## src/hdl/slt_pkg.sv

```systemverilog
// Shared constants and field widths for the sorted list table.
package slt_pkg;

    // Field widths of one transaction on each side.
    localparam int unsigned VALUE_W    = 32;
    localparam int unsigned POS_W      = 7;
    localparam int unsigned OP_W       = 2;
    localparam int unsigned STATUS_W   = 2;
    localparam int unsigned S_TDATA_W  = 40;
    localparam int unsigned M_TDATA_W  = 16;

    // Operation codes carried on the slave tuser.
    localparam logic [OP_W-1:0] OP_SEARCH = 2'd0;
    localparam logic [OP_W-1:0] OP_INSERT = 2'd1;
    localparam logic [OP_W-1:0] OP_DELETE = 2'd2;

    // Result status codes carried on the master tuser.
    localparam logic [STATUS_W-1:0] ST_OK        = 2'd0;
    localparam logic [STATUS_W-1:0] ST_NOT_FOUND = 2'd1;
    localparam logic [STATUS_W-1:0] ST_FULL      = 2'd2;
    localparam logic [STATUS_W-1:0] ST_BAD_POS   = 2'd3;

endpackage

```

## src/hdl/slt_ram.sv

```systemverilog
// Generic single-write, single-read RAM with a registered read port.
module slt_ram #(
    parameter int unsigned WIDTH = 32,
    parameter int unsigned DEPTH = 64
) (
    input  logic                     i_clk,
    input  logic                     i_we,
    input  logic [$clog2(DEPTH)-1:0] i_waddr,
    input  logic [WIDTH-1:0]         i_wdata,
    input  logic                     i_re,
    input  logic [$clog2(DEPTH)-1:0] i_raddr,
    output logic [WIDTH-1:0]         o_rdata
);

    logic [WIDTH-1:0] r_mem [DEPTH];
    logic [WIDTH-1:0] r_rdata;

    // Write port and registered read port.
    always_ff @(posedge i_clk) begin
        if (i_we) begin
            r_mem[i_waddr] <= i_wdata;
        end
        if (i_re) begin
            r_rdata <= r_mem[i_raddr];
        end
    end

    assign o_rdata = r_rdata;

endmodule

```

## src/hdl/sorted_list_table_unit.sv

```systemverilog
// Sorted list table: ascending signed table with search, insert and delete.
//
// Usage: one command transaction enters on the slave stream; tuser holds the
// opcode (search, insert, delete) and tdata holds the value and the one-based
// position. Exactly one result transaction leaves on the master stream for
// each command: tuser holds the status, tdata the found or inserted position
// and the entry count after the operation.
// The entries live in one RAM with a registered read; all work is a
// read-modify-write walk through that RAM, one command at a time.
// Flow from acceptance to a result: search probes the table by binary search,
// one read and one compare per probe; insert walks down from the last entry,
// moving each larger entry up one place; delete walks up from the deleted
// position, moving each later entry down one place; a full table, a bad
// position or an unused opcode goes straight to the result.
// The RAM port streams one entry a cycle during insert and delete, so the
// work of a command grows with the number of entries that it moves.
// Reset clears the entry count and the output valid flag; the RAM contents are
// not cleared, since entries beyond the count are never used.
// When the receiver stalls, the finished result waits in the output register
// and the next command is still accepted and worked on; only its own result
// waits until the register frees up.
module sorted_list_table_unit #(
    parameter int unsigned TABLE_DEPTH = 64
) (
    input  logic                            i_clk,
    input  logic                            i_rst_n,
    // Slave command stream.
    input  logic                            i_s_axis_tvalid,
    output logic                            o_s_axis_tready,
    // tdata: value [31:0], position [38:32], zero [39]
    input  logic [slt_pkg::S_TDATA_W-1:0]   i_s_axis_tdata,
    // tuser: opcode [1:0]
    input  logic [slt_pkg::OP_W-1:0]        i_s_axis_tuser,
    // Master result stream.
    output logic                            o_m_axis_tvalid,
    input  logic                            i_m_axis_tready,
    // tdata: found_position [6:0], entry_count [13:7], zero [15:14]
    output logic [slt_pkg::M_TDATA_W-1:0]   o_m_axis_tdata,
    // tuser: status [1:0]
    output logic [slt_pkg::STATUS_W-1:0]    o_m_axis_tuser
);

    localparam int unsigned AW = $clog2(TABLE_DEPTH);
    localparam int unsigned CW = $clog2(TABLE_DEPTH + 1);
    localparam int unsigned IW = ((CW > slt_pkg::POS_W) ? CW : slt_pkg::POS_W) + 1;
    localparam int unsigned VW = slt_pkg::VALUE_W;
    localparam int unsigned PW = slt_pkg::POS_W;

    typedef enum logic [2:0] {
        S_IDLE,
        S_SRCH_RD,
        S_SRCH_CMP,
        S_INS_CMP,
        S_DEL_MV,
        S_RESP
    } t_state;

    t_state r_state, n_state;

    logic [VW-1:0]                  r_value, n_value;
    logic [IW-1:0]                  r_lo, n_lo;
    logic [IW-1:0]                  r_hi, n_hi;
    logic [IW-1:0]                  r_idx, n_idx;
    logic [CW-1:0]                  r_count, n_count;
    logic [slt_pkg::STATUS_W-1:0]   r_res_status, n_res_status;
    logic [IW-1:0]                  r_res_pos, n_res_pos;
    logic                           r_m_valid, n_m_valid;
    logic [slt_pkg::STATUS_W-1:0]   r_m_status, n_m_status;
    logic [PW-1:0]                  r_m_pos, n_m_pos;
    logic [PW-1:0]                  r_m_count, n_m_count;

    logic                           s_accept;
    logic [IW-1:0]                  cnt_ext;
    logic [IW-1:0]                  in_pos;
    logic [IW:0]                    mid_sum;
    logic [IW-1:0]                  mid;

    logic                           ram_we;
    logic [AW-1:0]                  ram_waddr;
    logic [VW-1:0]                  ram_wdata;
    logic                           ram_re;
    logic [AW-1:0]                  ram_raddr;
    logic [VW-1:0]                  ram_rdata;

    slt_ram #(
        .WIDTH(VW),
        .DEPTH(TABLE_DEPTH)
    ) u_ram (
        .i_clk   (i_clk),
        .i_we    (ram_we),
        .i_waddr (ram_waddr),
        .i_wdata (ram_wdata),
        .i_re    (ram_re),
        .i_raddr (ram_raddr),
        .o_rdata (ram_rdata)
    );

    assign o_s_axis_tready = (r_state == S_IDLE);
    assign s_accept        = i_s_axis_tvalid && o_s_axis_tready;
    assign cnt_ext         = IW'(r_count);
    assign in_pos          = IW'(i_s_axis_tdata[VW +: PW]);
    assign mid_sum         = {1'b0, r_lo} + {1'b0, r_hi};
    assign mid             = mid_sum[IW:1];

    // Command sequencer: drives the RAM ports and computes next state.
    always_comb begin
        n_state      = r_state;
        n_value      = r_value;
        n_lo         = r_lo;
        n_hi         = r_hi;
        n_idx        = r_idx;
        n_count      = r_count;
        n_res_status = r_res_status;
        n_res_pos    = r_res_pos;
        n_m_valid    = r_m_valid && !i_m_axis_tready;
        n_m_status   = r_m_status;
        n_m_pos      = r_m_pos;
        n_m_count    = r_m_count;
        ram_we       = 1'b0;
        ram_waddr    = '0;
        ram_wdata    = r_value;
        ram_re       = 1'b0;
        ram_raddr    = '0;

        unique case (r_state)
            S_IDLE: begin
                if (s_accept) begin
                    n_value      = i_s_axis_tdata[VW-1:0];
                    n_res_status = slt_pkg::ST_OK;
                    n_res_pos    = '0;
                    unique case (i_s_axis_tuser)
                        slt_pkg::OP_SEARCH: begin
                            n_lo    = IW'(1);
                            n_hi    = cnt_ext;
                            n_state = S_SRCH_RD;
                        end
                        slt_pkg::OP_INSERT: begin
                            if (cnt_ext >= IW'(TABLE_DEPTH)) begin
                                n_res_status = slt_pkg::ST_FULL;
                                n_state      = S_RESP;
                            end else begin
                                // Fetch the last entry to start the shift walk.
                                ram_re    = 1'b1;
                                ram_raddr = AW'(cnt_ext - IW'(1));
                                n_idx     = cnt_ext;
                                n_state   = S_INS_CMP;
                            end
                        end
                        slt_pkg::OP_DELETE: begin
                            if (in_pos == '0 || in_pos > cnt_ext) begin
                                n_res_status = slt_pkg::ST_BAD_POS;
                                n_state      = S_RESP;
                            end else begin
                                // Fetch the entry just above the deleted one.
                                ram_re    = 1'b1;
                                ram_raddr = AW'(in_pos);
                                n_idx     = in_pos;
                                n_state   = S_DEL_MV;
                            end
                        end
                        default: begin
                            n_state = S_RESP;
                        end
                    endcase
                end
            end

            S_SRCH_RD: begin
                if (r_lo > r_hi) begin
                    n_res_status = slt_pkg::ST_NOT_FOUND;
                    n_state      = S_RESP;
                end else begin
                    ram_re    = 1'b1;
                    ram_raddr = AW'(mid - IW'(1));
                    n_idx     = mid;
                    n_state   = S_SRCH_CMP;
                end
            end

            S_SRCH_CMP: begin
                if (ram_rdata == r_value) begin
                    n_res_pos = r_idx;
                    n_state   = S_RESP;
                end else begin
                    if ($signed(ram_rdata) > $signed(r_value)) begin
                        n_hi = r_idx - IW'(1);
                    end else begin
                        n_lo = r_idx + IW'(1);
                    end
                    n_state = S_SRCH_RD;
                end
            end

            S_INS_CMP: begin
                if (r_idx != '0 && $signed(r_value) < $signed(ram_rdata)) begin
                    // Move the larger entry up one place and fetch the next one down.
                    ram_we    = 1'b1;
                    ram_waddr = AW'(r_idx);
                    ram_wdata = ram_rdata;
                    ram_re    = 1'b1;
                    ram_raddr = AW'(r_idx - IW'(2));
                    n_idx     = r_idx - IW'(1);
                end else begin
                    ram_we    = 1'b1;
                    ram_waddr = AW'(r_idx);
                    ram_wdata = r_value;
                    n_res_pos = r_idx + IW'(1);
                    n_count   = CW'(r_count + 1'b1);
                    n_state   = S_RESP;
                end
            end

            S_DEL_MV: begin
                if (r_idx >= cnt_ext) begin
                    n_count = CW'(r_count - 1'b1);
                    n_state = S_RESP;
                end else begin
                    // Move the fetched entry down one place and fetch the next one up.
                    ram_we    = 1'b1;
                    ram_waddr = AW'(r_idx - IW'(1));
                    ram_wdata = ram_rdata;
                    ram_re    = 1'b1;
                    ram_raddr = AW'(r_idx + IW'(1));
                    n_idx     = r_idx + IW'(1);
                end
            end

            S_RESP: begin
                // Hand the result to the output register once it is free.
                if (!r_m_valid || i_m_axis_tready) begin
                    n_m_valid  = 1'b1;
                    n_m_status = r_res_status;
                    n_m_pos    = r_res_pos[PW-1:0];
                    n_m_count  = cnt_ext[PW-1:0];
                    n_state    = S_IDLE;
                end
            end

            default: begin
                n_state = S_IDLE;
            end
        endcase
    end

    // State, count and output valid flag; payload registers take no reset.
    always_ff @(posedge i_clk) begin
        if (!i_rst_n) begin
            r_state   <= S_IDLE;
            r_count   <= '0;
            r_m_valid <= 1'b0;
        end else begin
            r_state   <= n_state;
            r_count   <= n_count;
            r_m_valid <= n_m_valid;
        end
        r_value      <= n_value;
        r_lo         <= n_lo;
        r_hi         <= n_hi;
        r_idx        <= n_idx;
        r_res_status <= n_res_status;
        r_res_pos    <= n_res_pos;
        r_m_status   <= n_m_status;
        r_m_pos      <= n_m_pos;
        r_m_count    <= n_m_count;
    end

    assign o_m_axis_tvalid = r_m_valid;
    assign o_m_axis_tdata  = {2'b00, r_m_count, r_m_pos};
    assign o_m_axis_tuser  = r_m_status;

endmodule

```

## config.mk

```make
export PLATFORM = sky130hd
export DESIGN_NAME = sorted_list_table_unit
export DESIGN_NICKNAME = d
export VERILOG_FILES = /design/src/hdl/slt_pkg.sv /design/src/hdl/slt_ram.sv /design/src/hdl/sorted_list_table_unit.sv
export SDC_FILE = /design/constraint.sdc
export NUM_CORES = 2
export LEC_CHECK = 0
export BUFFER_PORTS_ARGS = -buffer_cell sky130_fd_sc_hd__buf_2
export CAP_MARGIN = 20
export CELL_PAD_IN_SITES_DETAIL_PLACEMENT = 1
export CELL_PAD_IN_SITES_GLOBAL_PLACEMENT = 2
export CORE_MARGIN = 2
export CORE_UTILIZATION = 40
export DETAILED_ROUTE_END_ITERATION = 10
export MAX_ROUTING_LAYER = met4
export PLACE_DENSITY_LB_ADDON = 0.12
export SYNTH_ARGS = -nofsm -noshare
export SYNTH_HDL_FRONTEND = slang
export SYNTH_SLANG_ARGS = --single-unit
```

## constraint.sdc

```tcl
create_clock -name i_clk -period 7.2 [get_ports i_clk]
set_clock_uncertainty 0.1 [all_clocks]
set_input_delay 1.08 -clock i_clk [delete_from_list [all_inputs] [get_ports i_clk]]
set_output_delay 1.08 -clock i_clk [all_outputs]
set_load 0.05 [all_outputs]
```

# Yosys cells after proc, flatten, opt, wreduce, memory -nomap -nowiden
# Memory sizes are Yosys's and may differ from the RTL's. A register that Yosys moved wholly into a read port is not among the register bits.
# Cells that the tools add are included.
[word_totals]
ff_bits = 92
ramBits = 2048
out_inout_bits = 20
word_cells = 143
mem_count = 1
[op_classes]
addsub = 8
order_cmp = 6
eq_ne = 24
mux = 67
n_reduce_logical = 25
[memory_table]
columns = ["name", "depth", "word_bits", "rd", "rd_ports_with_merged_regs", "write_ports", "line_no", "text"]
rows = [
  ["u_ram.r_mem", 64, 32, 1, 1, 1, "slt_ram.sv:15", "logic [WIDTH-1:0] r_mem [DEPTH];"],
]
[op_table]
columns = ["op", "count"]
rows = [
  ["two-way mux 8 bit", 14],
  ["two-way mux 32 bit", 2],
  ["case mux 32 bit (2 select lines)", 1],
  ["case mux 8 bit (2 select lines)", 3],
  ["two-way mux 6 bit", 7],
  ["two-way mux 7 bit", 5],
  ["equality test 32 bit", 1],
  ["> comparator 32 bit", 1],
  ["< comparator 32 bit", 1],
  ["case mux 8 bit (4 select lines)", 1],
  ["case mux 6 bit (2 select lines)", 2],
  ["case mux 6 bit (4 select lines)", 1],
  ["inequality test 2 bit, second input constant", 11],
  ["two-way mux 3 bit", 7],
  ["case mux 7 bit (3 select lines)", 1],
  ["case mux 3 bit (6 select lines)", 1],
  ["case mux 7 bit (2 select lines)", 1],
  ["subtractor 6 x 1 -> 6 bit, second input constant", 2],
  ["two-way mux 1 bit", 11],
  ["AND reduction 5 bit", 2],
  ["adder 8 x 8 -> 9 bit", 1],
  ["case mux 3 bit (3 select lines)", 1],
  ["adder 8 x 1 -> 8 bit, second input constant", 1],
  [">= comparator 8 x 7 -> 1 bit", 1],
  ["other kinds (33)", 51],
]

# Logic depth before layout (Yosys ltp)
[depth]
ltp_word = 6
ltp_mapped = 16
ltp_nobuf = 13

# Hierarchy
# Synthesis repeated with hierarchy kept, for this count alone.
[unflattened]
hier_cells = 4077
area_unflattened_um2 = 85479.5
[modules_own_cells]
columns = ["mod", "instances", "cells_each", "area_each_um2"]
rows = [
  ["slt_ram", 1, 3361, 78691.7],
  ["sorted_list_table_unit", 1, 716, 6787.8],
]

# Worst setup path before layout
# OpenSTA, ideal clock, no wires.
[synth_timing]
kind = "register to register"
startpoint = "reg r_value[31]"
endpoint = "mem u_ram.r_mem[0][0] (data pin)"
setup_ns = 0.702
t_arrival_ns = 4.939
required_time_ns = 6.398
slack_ns = 1.459
path_stages_with_launch = 11
synth_period_minus_slack_ns = 5.741
cell_sequence = "edfxtp_1 ha_1 nand4_1 nor3_1 a211o_1 nor2b_1 nand3_1 a31oi_1 a211oi_1 clkbuf_1 o21ai_0"
[synth_via]
elab_chain_cells = 4
[synth_lines]
columns = ["item", "line_no", "text"]
rows = [
  ["start, declared", "sorted_list_table_unit.sv:60", "logic [VW-1:0] r_value, n_value;"],
  ["start signal, assigned", "sorted_list_table_unit.sv:256", "r_value <= n_value;"],
  ["< comparator 32 bit", "sorted_list_table_unit.sv:195", "if (r_idx != '0 && $signed(r_value) < $signed(ram_rdata)) begin"],
  ["logical AND 1 bit", "sorted_list_table_unit.sv:195", ""],
  ["two-way mux 32 bit", "sorted_list_table_unit.sv:195", ""],
  ["case mux 32 bit (2 select lines)", "sorted_list_table_unit.sv:125", "unique case (r_state)"],
  ["via ram_wdata[0]", "sorted_list_table_unit.sv:80", "logic [VW-1:0] ram_wdata;"],
  ["end, declared", "slt_ram.sv:15", ""],
]
# The timed path passes the listed nets, and every way through them passes these cells.

# Worst setup path after layout
[layout_timing]
startpoint = "reg r_value[31]"
endpoint = "reg u_ram.r_rdata[6], in the netlist u_ram.o_rdata[6] (read register of u_ram.r_mem) (data pin)"
[layout_via]
elab_chain_cells = 4
elab_cells_between_ends = 6
cone_classes = "order compare: 1; mux: 4; reduce/logical: 1"
[layout_lines]
columns = ["item", "line_no", "text"]
rows = [
  ["< comparator 32 bit (*)", "sorted_list_table_unit.sv:195", ""],
  ["logical AND 1 bit (*)", "sorted_list_table_unit.sv:195", ""],
  ["two-way mux 6 bit or two-way mux 1 bit (tied branches)", "sorted_list_table_unit.sv:195", ""],
  ["case mux 6 bit (4 select lines) or case mux 1 bit (4 select lines) (tied branches)", "sorted_list_table_unit.sv:125", ""],
  ["end, declared", "slt_ram.sv:16", "logic [WIDTH-1:0] r_rdata;"],
]
# Mark *: on every way between the ends. The rest lies on a longest branch, timed or not.
# A chain may end at the register's enable or synchronous reset.

==> flow_summary_export.csv <==
group,metric,value,unit
outcome,status,"complete, no violations",
worst_setup_path,worst_setup_path_start_kind,"register",
routing,vias_per_cell,5.84,
cells_and_area,syn_to_final_growth,15.2,%
worst_setup_path,cp_slowest_cell,"nor4_2",
clocking,clk_pin_slew,0.06,ns
yosys,synth_edf_count,2161,
global_route,grtUsageTotal,24.2,%
worst_setup_path,path_cells,"ha_1 > nand4_1 > nor4_2 > o41a_1 > o21ai_2 > a311oi_4 > buf_12 > buf_12 > buf_12 > mux4_2 > a22oi_1 > nand4_1 > or2_1",
cells_and_area,seq_area,65100,um^2
global_route,antenna_found_initial,18,
yosys,yosysSeqAreaShare,76.4,%
die,start_util,40.2,%
worst_setup_path,cpMostUsedCell,"buf_12",
worst_setup_path,critPathMaxStageDelay,0.79,ns
worst_setup_path,cp-end-kind,"register",
clocking,numCtsBuffers,226,
timing,period_needed,6.20,ns
routing,antenna_left,0,
yosys,ys_seq_elements,2172,
global_route,grt_first_pass_wirelength,356000,um
worst_setup_path,r2r_slack,1.0,ns
routing,finalWirelength,253000,um
routing,wire_per_inst,34.4,um
clocking,cts_setup_buffers,0,
routing,dr.pass1.iters,7,
timing,hold_viol,0,
worst_setup_path,crit_path_max_fanout,25,
die,coreArea,212000,um^2
clocking,clockRootBuffer,"clkbuf_16",
die,io_pins,66,
placed_design,place_inst,6941,
timing,max-slew-margin-rel,24.1,%
worst_setup_path,critPathRequiredTime,7.70,ns
cells_and_area,nNetsFinal,4478,
timing,finalCritPeriodShare,86.1,%
global_route,overflow,0,
clocking,htree_levels,4,
cells_and_area,multiInputGateArea,19400,um^2
die,die_area,217000,um^2
cells_and_area,drive_gt1_share,28.2,%
cells_and_area,fill_cells,19300,
yosys,syn_area_per_cell,21.1,um^2
global_route,grt_max_degree,102,
routing,vias,43000,
cells_and_area,layout_common_cells,"2161 x edfxtp_1, 480 x mux4_2, 246 x a22oi_1, 228 x clkbuf_16, 182 x buf_4",
timing,timing.fmax,0.161,GHz
clocking,clk_latency,0.86,ns
timing,finalSetupViolCount,0,
timing,finalMaxSlewViolations,0,
timing,fin_setup_tns,0,ns
pwr,power.leakage,30.9,nW
die,die_width,466,um
pwr,ir_worst_vdd,0.000272,V
flow_run,cap_violations,0,
pwr,finalPower,40.2,mW
timing,rsz0062_at_grt,"no",
clocking,tritoncts,"yes",
placed_design,gp_congestion,0.814,
cells_and_area,final_common_cell,"edfxtp_1",
routing,drc,0,
yosys,syn_inst,4038,
clocking,cts_sinks,2172,
global_route,grt_pass1_vias,44800,
worst_setup_path,setup.worst_path.class,"reg -> reg",
routing,drtIter0Drc,4750,
yosys,synth_ff_type,"edfxtp_1",
die,die_y,466,um
die,rows,169,
timing,worstMarginPinSlew,1.14,ns
placed_design,numPortBuffers,62,
clocking,cts_resized,0,
placed_design,dp_hpwl,145000,um
yosys,ys_types,79,
cells_and_area,stdcell_count,7362,
clocking,clockBufferDepth,3,
worst_setup_path,cp.arrival,6.70,ns
yosys,yosysWarningCount,0,
clocking,holdBufCountCts,0,
yosys,netlist_area,85200,um^2
hold_path,hp-class,"reg -> reg",
pwr,power.density,409,nW/um^2
yosys,synth_async_sr_flop_share,0,%
critical path, delay by kind of cell, from the launching register on:
family	cells	cell delay [ns]
buf+inv	3	0.75
simple gates	4	2.17
mux	1	0.54
flops	1	0.57
fa+ha+maj	1	0.68
compound gates	4	1.10
flip-flops by register name, indices dropped and copies added (netlist names), 3 cells and up:
register	flops
r_res_pos	7
r_m_pos	7
r_state	3
r_m_count	7
r_hi	8
r_value	32
r_lo	8
u_ram.r_mem	2048
u_ram.o_rdata	32
r_count	7
r_idx	8
report_power, final:
part           total [mW]  leakage (nW)  switching (mW)  internal [mW]
Clock                11.4          3.44            4.94           6.41
Combinational        12.1          7.85            7.71           4.35
Sequential           16.8          19.6           0.341           16.4
Total                40.2          30.9            13.0           27.2
area by class of cell:
type	instances	share of cell area, %
antenna	5	0.0127
tap	2821	3.59
inverter	68	0.260
clock inverter	128	1.23
multi-input combinational	1588	19.8
clock buffer	284	6.03
sequential	2172	66.3
timing repair buffer	296	2.76
worst paths after layout:
check | depth (start not counted) | startpoint | endpoint
max | 13 | r_value[31] | u_ram.o_rdata[6]
min | 0 | r_res_status[0] | o_m_axis_tuser[0]
max reg2reg | 13 | r_value[31] | u_ram.o_rdata[6]
min reg2reg | 0 | r_res_status[0] | o_m_axis_tuser[0]
cells in the mapped netlist (all sizes together) (6+ instances only):
cell type | count | area, um^2
edfxtp | 2161 | 64900
mux4 | 480 | 10800
a22oi | 246 | 1850
nor2 | 116 | 438
buf | 110 | 591
clkbuf | 101 | 379
mux2 | 95 | 1070
nand2 | 87 | 329
ha | 78 | 976
nand4 | 70 | 438
inv | 67 | 251
a21oi | 54 | 270
o21ai | 42 | 214
a22o | 40 | 350
or2 | 27 | 169
and2 | 21 | 131
xnor2 | 21 | 184
nand3 | 18 | 90.1
nor3 | 17 | 85.1
nor2b | 14 | 87.6
a211oi | 13 | 103
xor2 | 13 | 114
a221oi | 12 | 105
dfxtp | 11 | 220
a21o | 9 | 67.6
a21boi | 8 | 60.1
nand2b | 8 | 50.1
mux2i | 7 | 70.1
nand4b | 6 | 52.6
metal layers:
| metal | GRT usage (%) | share of wire (%) |
|---|---|---|
| met1 | 34.5 | 45 |
| met2 | 36.9 | 47 |
| met3 | 3.66 | 6.0 |
| met4 | 5.56 | 2.2 |
| met5 | - | 0 |
logic make-up (layout without fill, tap and decap cells):
family                   after synthesis  after routing  share of synthesized area [%]
AO/OA/AOI/OAI                        480            480                           4.14
other                                  1              7                        0.00440
XOR/XNOR                              34             34                          0.350
adder cells (fa/ha/maj)               80             80                           1.19
flip-flops                          2172           2172                           76.4
buffers and inverters                279            776                           1.44
AND/OR/NAND/NOR                      410            410                           2.42
multiplexers                         582            582                           14.0
per-stage QoR:
step                hold WS [ns]  util, %  worst slack (ns)  instance area (um^2)
floorplan                  0.300        -              1.46                 85200
global placement           0.302     42.9              1.07                 91000
detailed placement         0.306     42.9              1.02                 91000
CTS                        0.242     46.3              1.03                 98100
global route               0.260     46.3             0.848                 98200
finish                     0.294     46.3             0.999                 98200
Note: power is estimated with default switching activity, not from simulation.
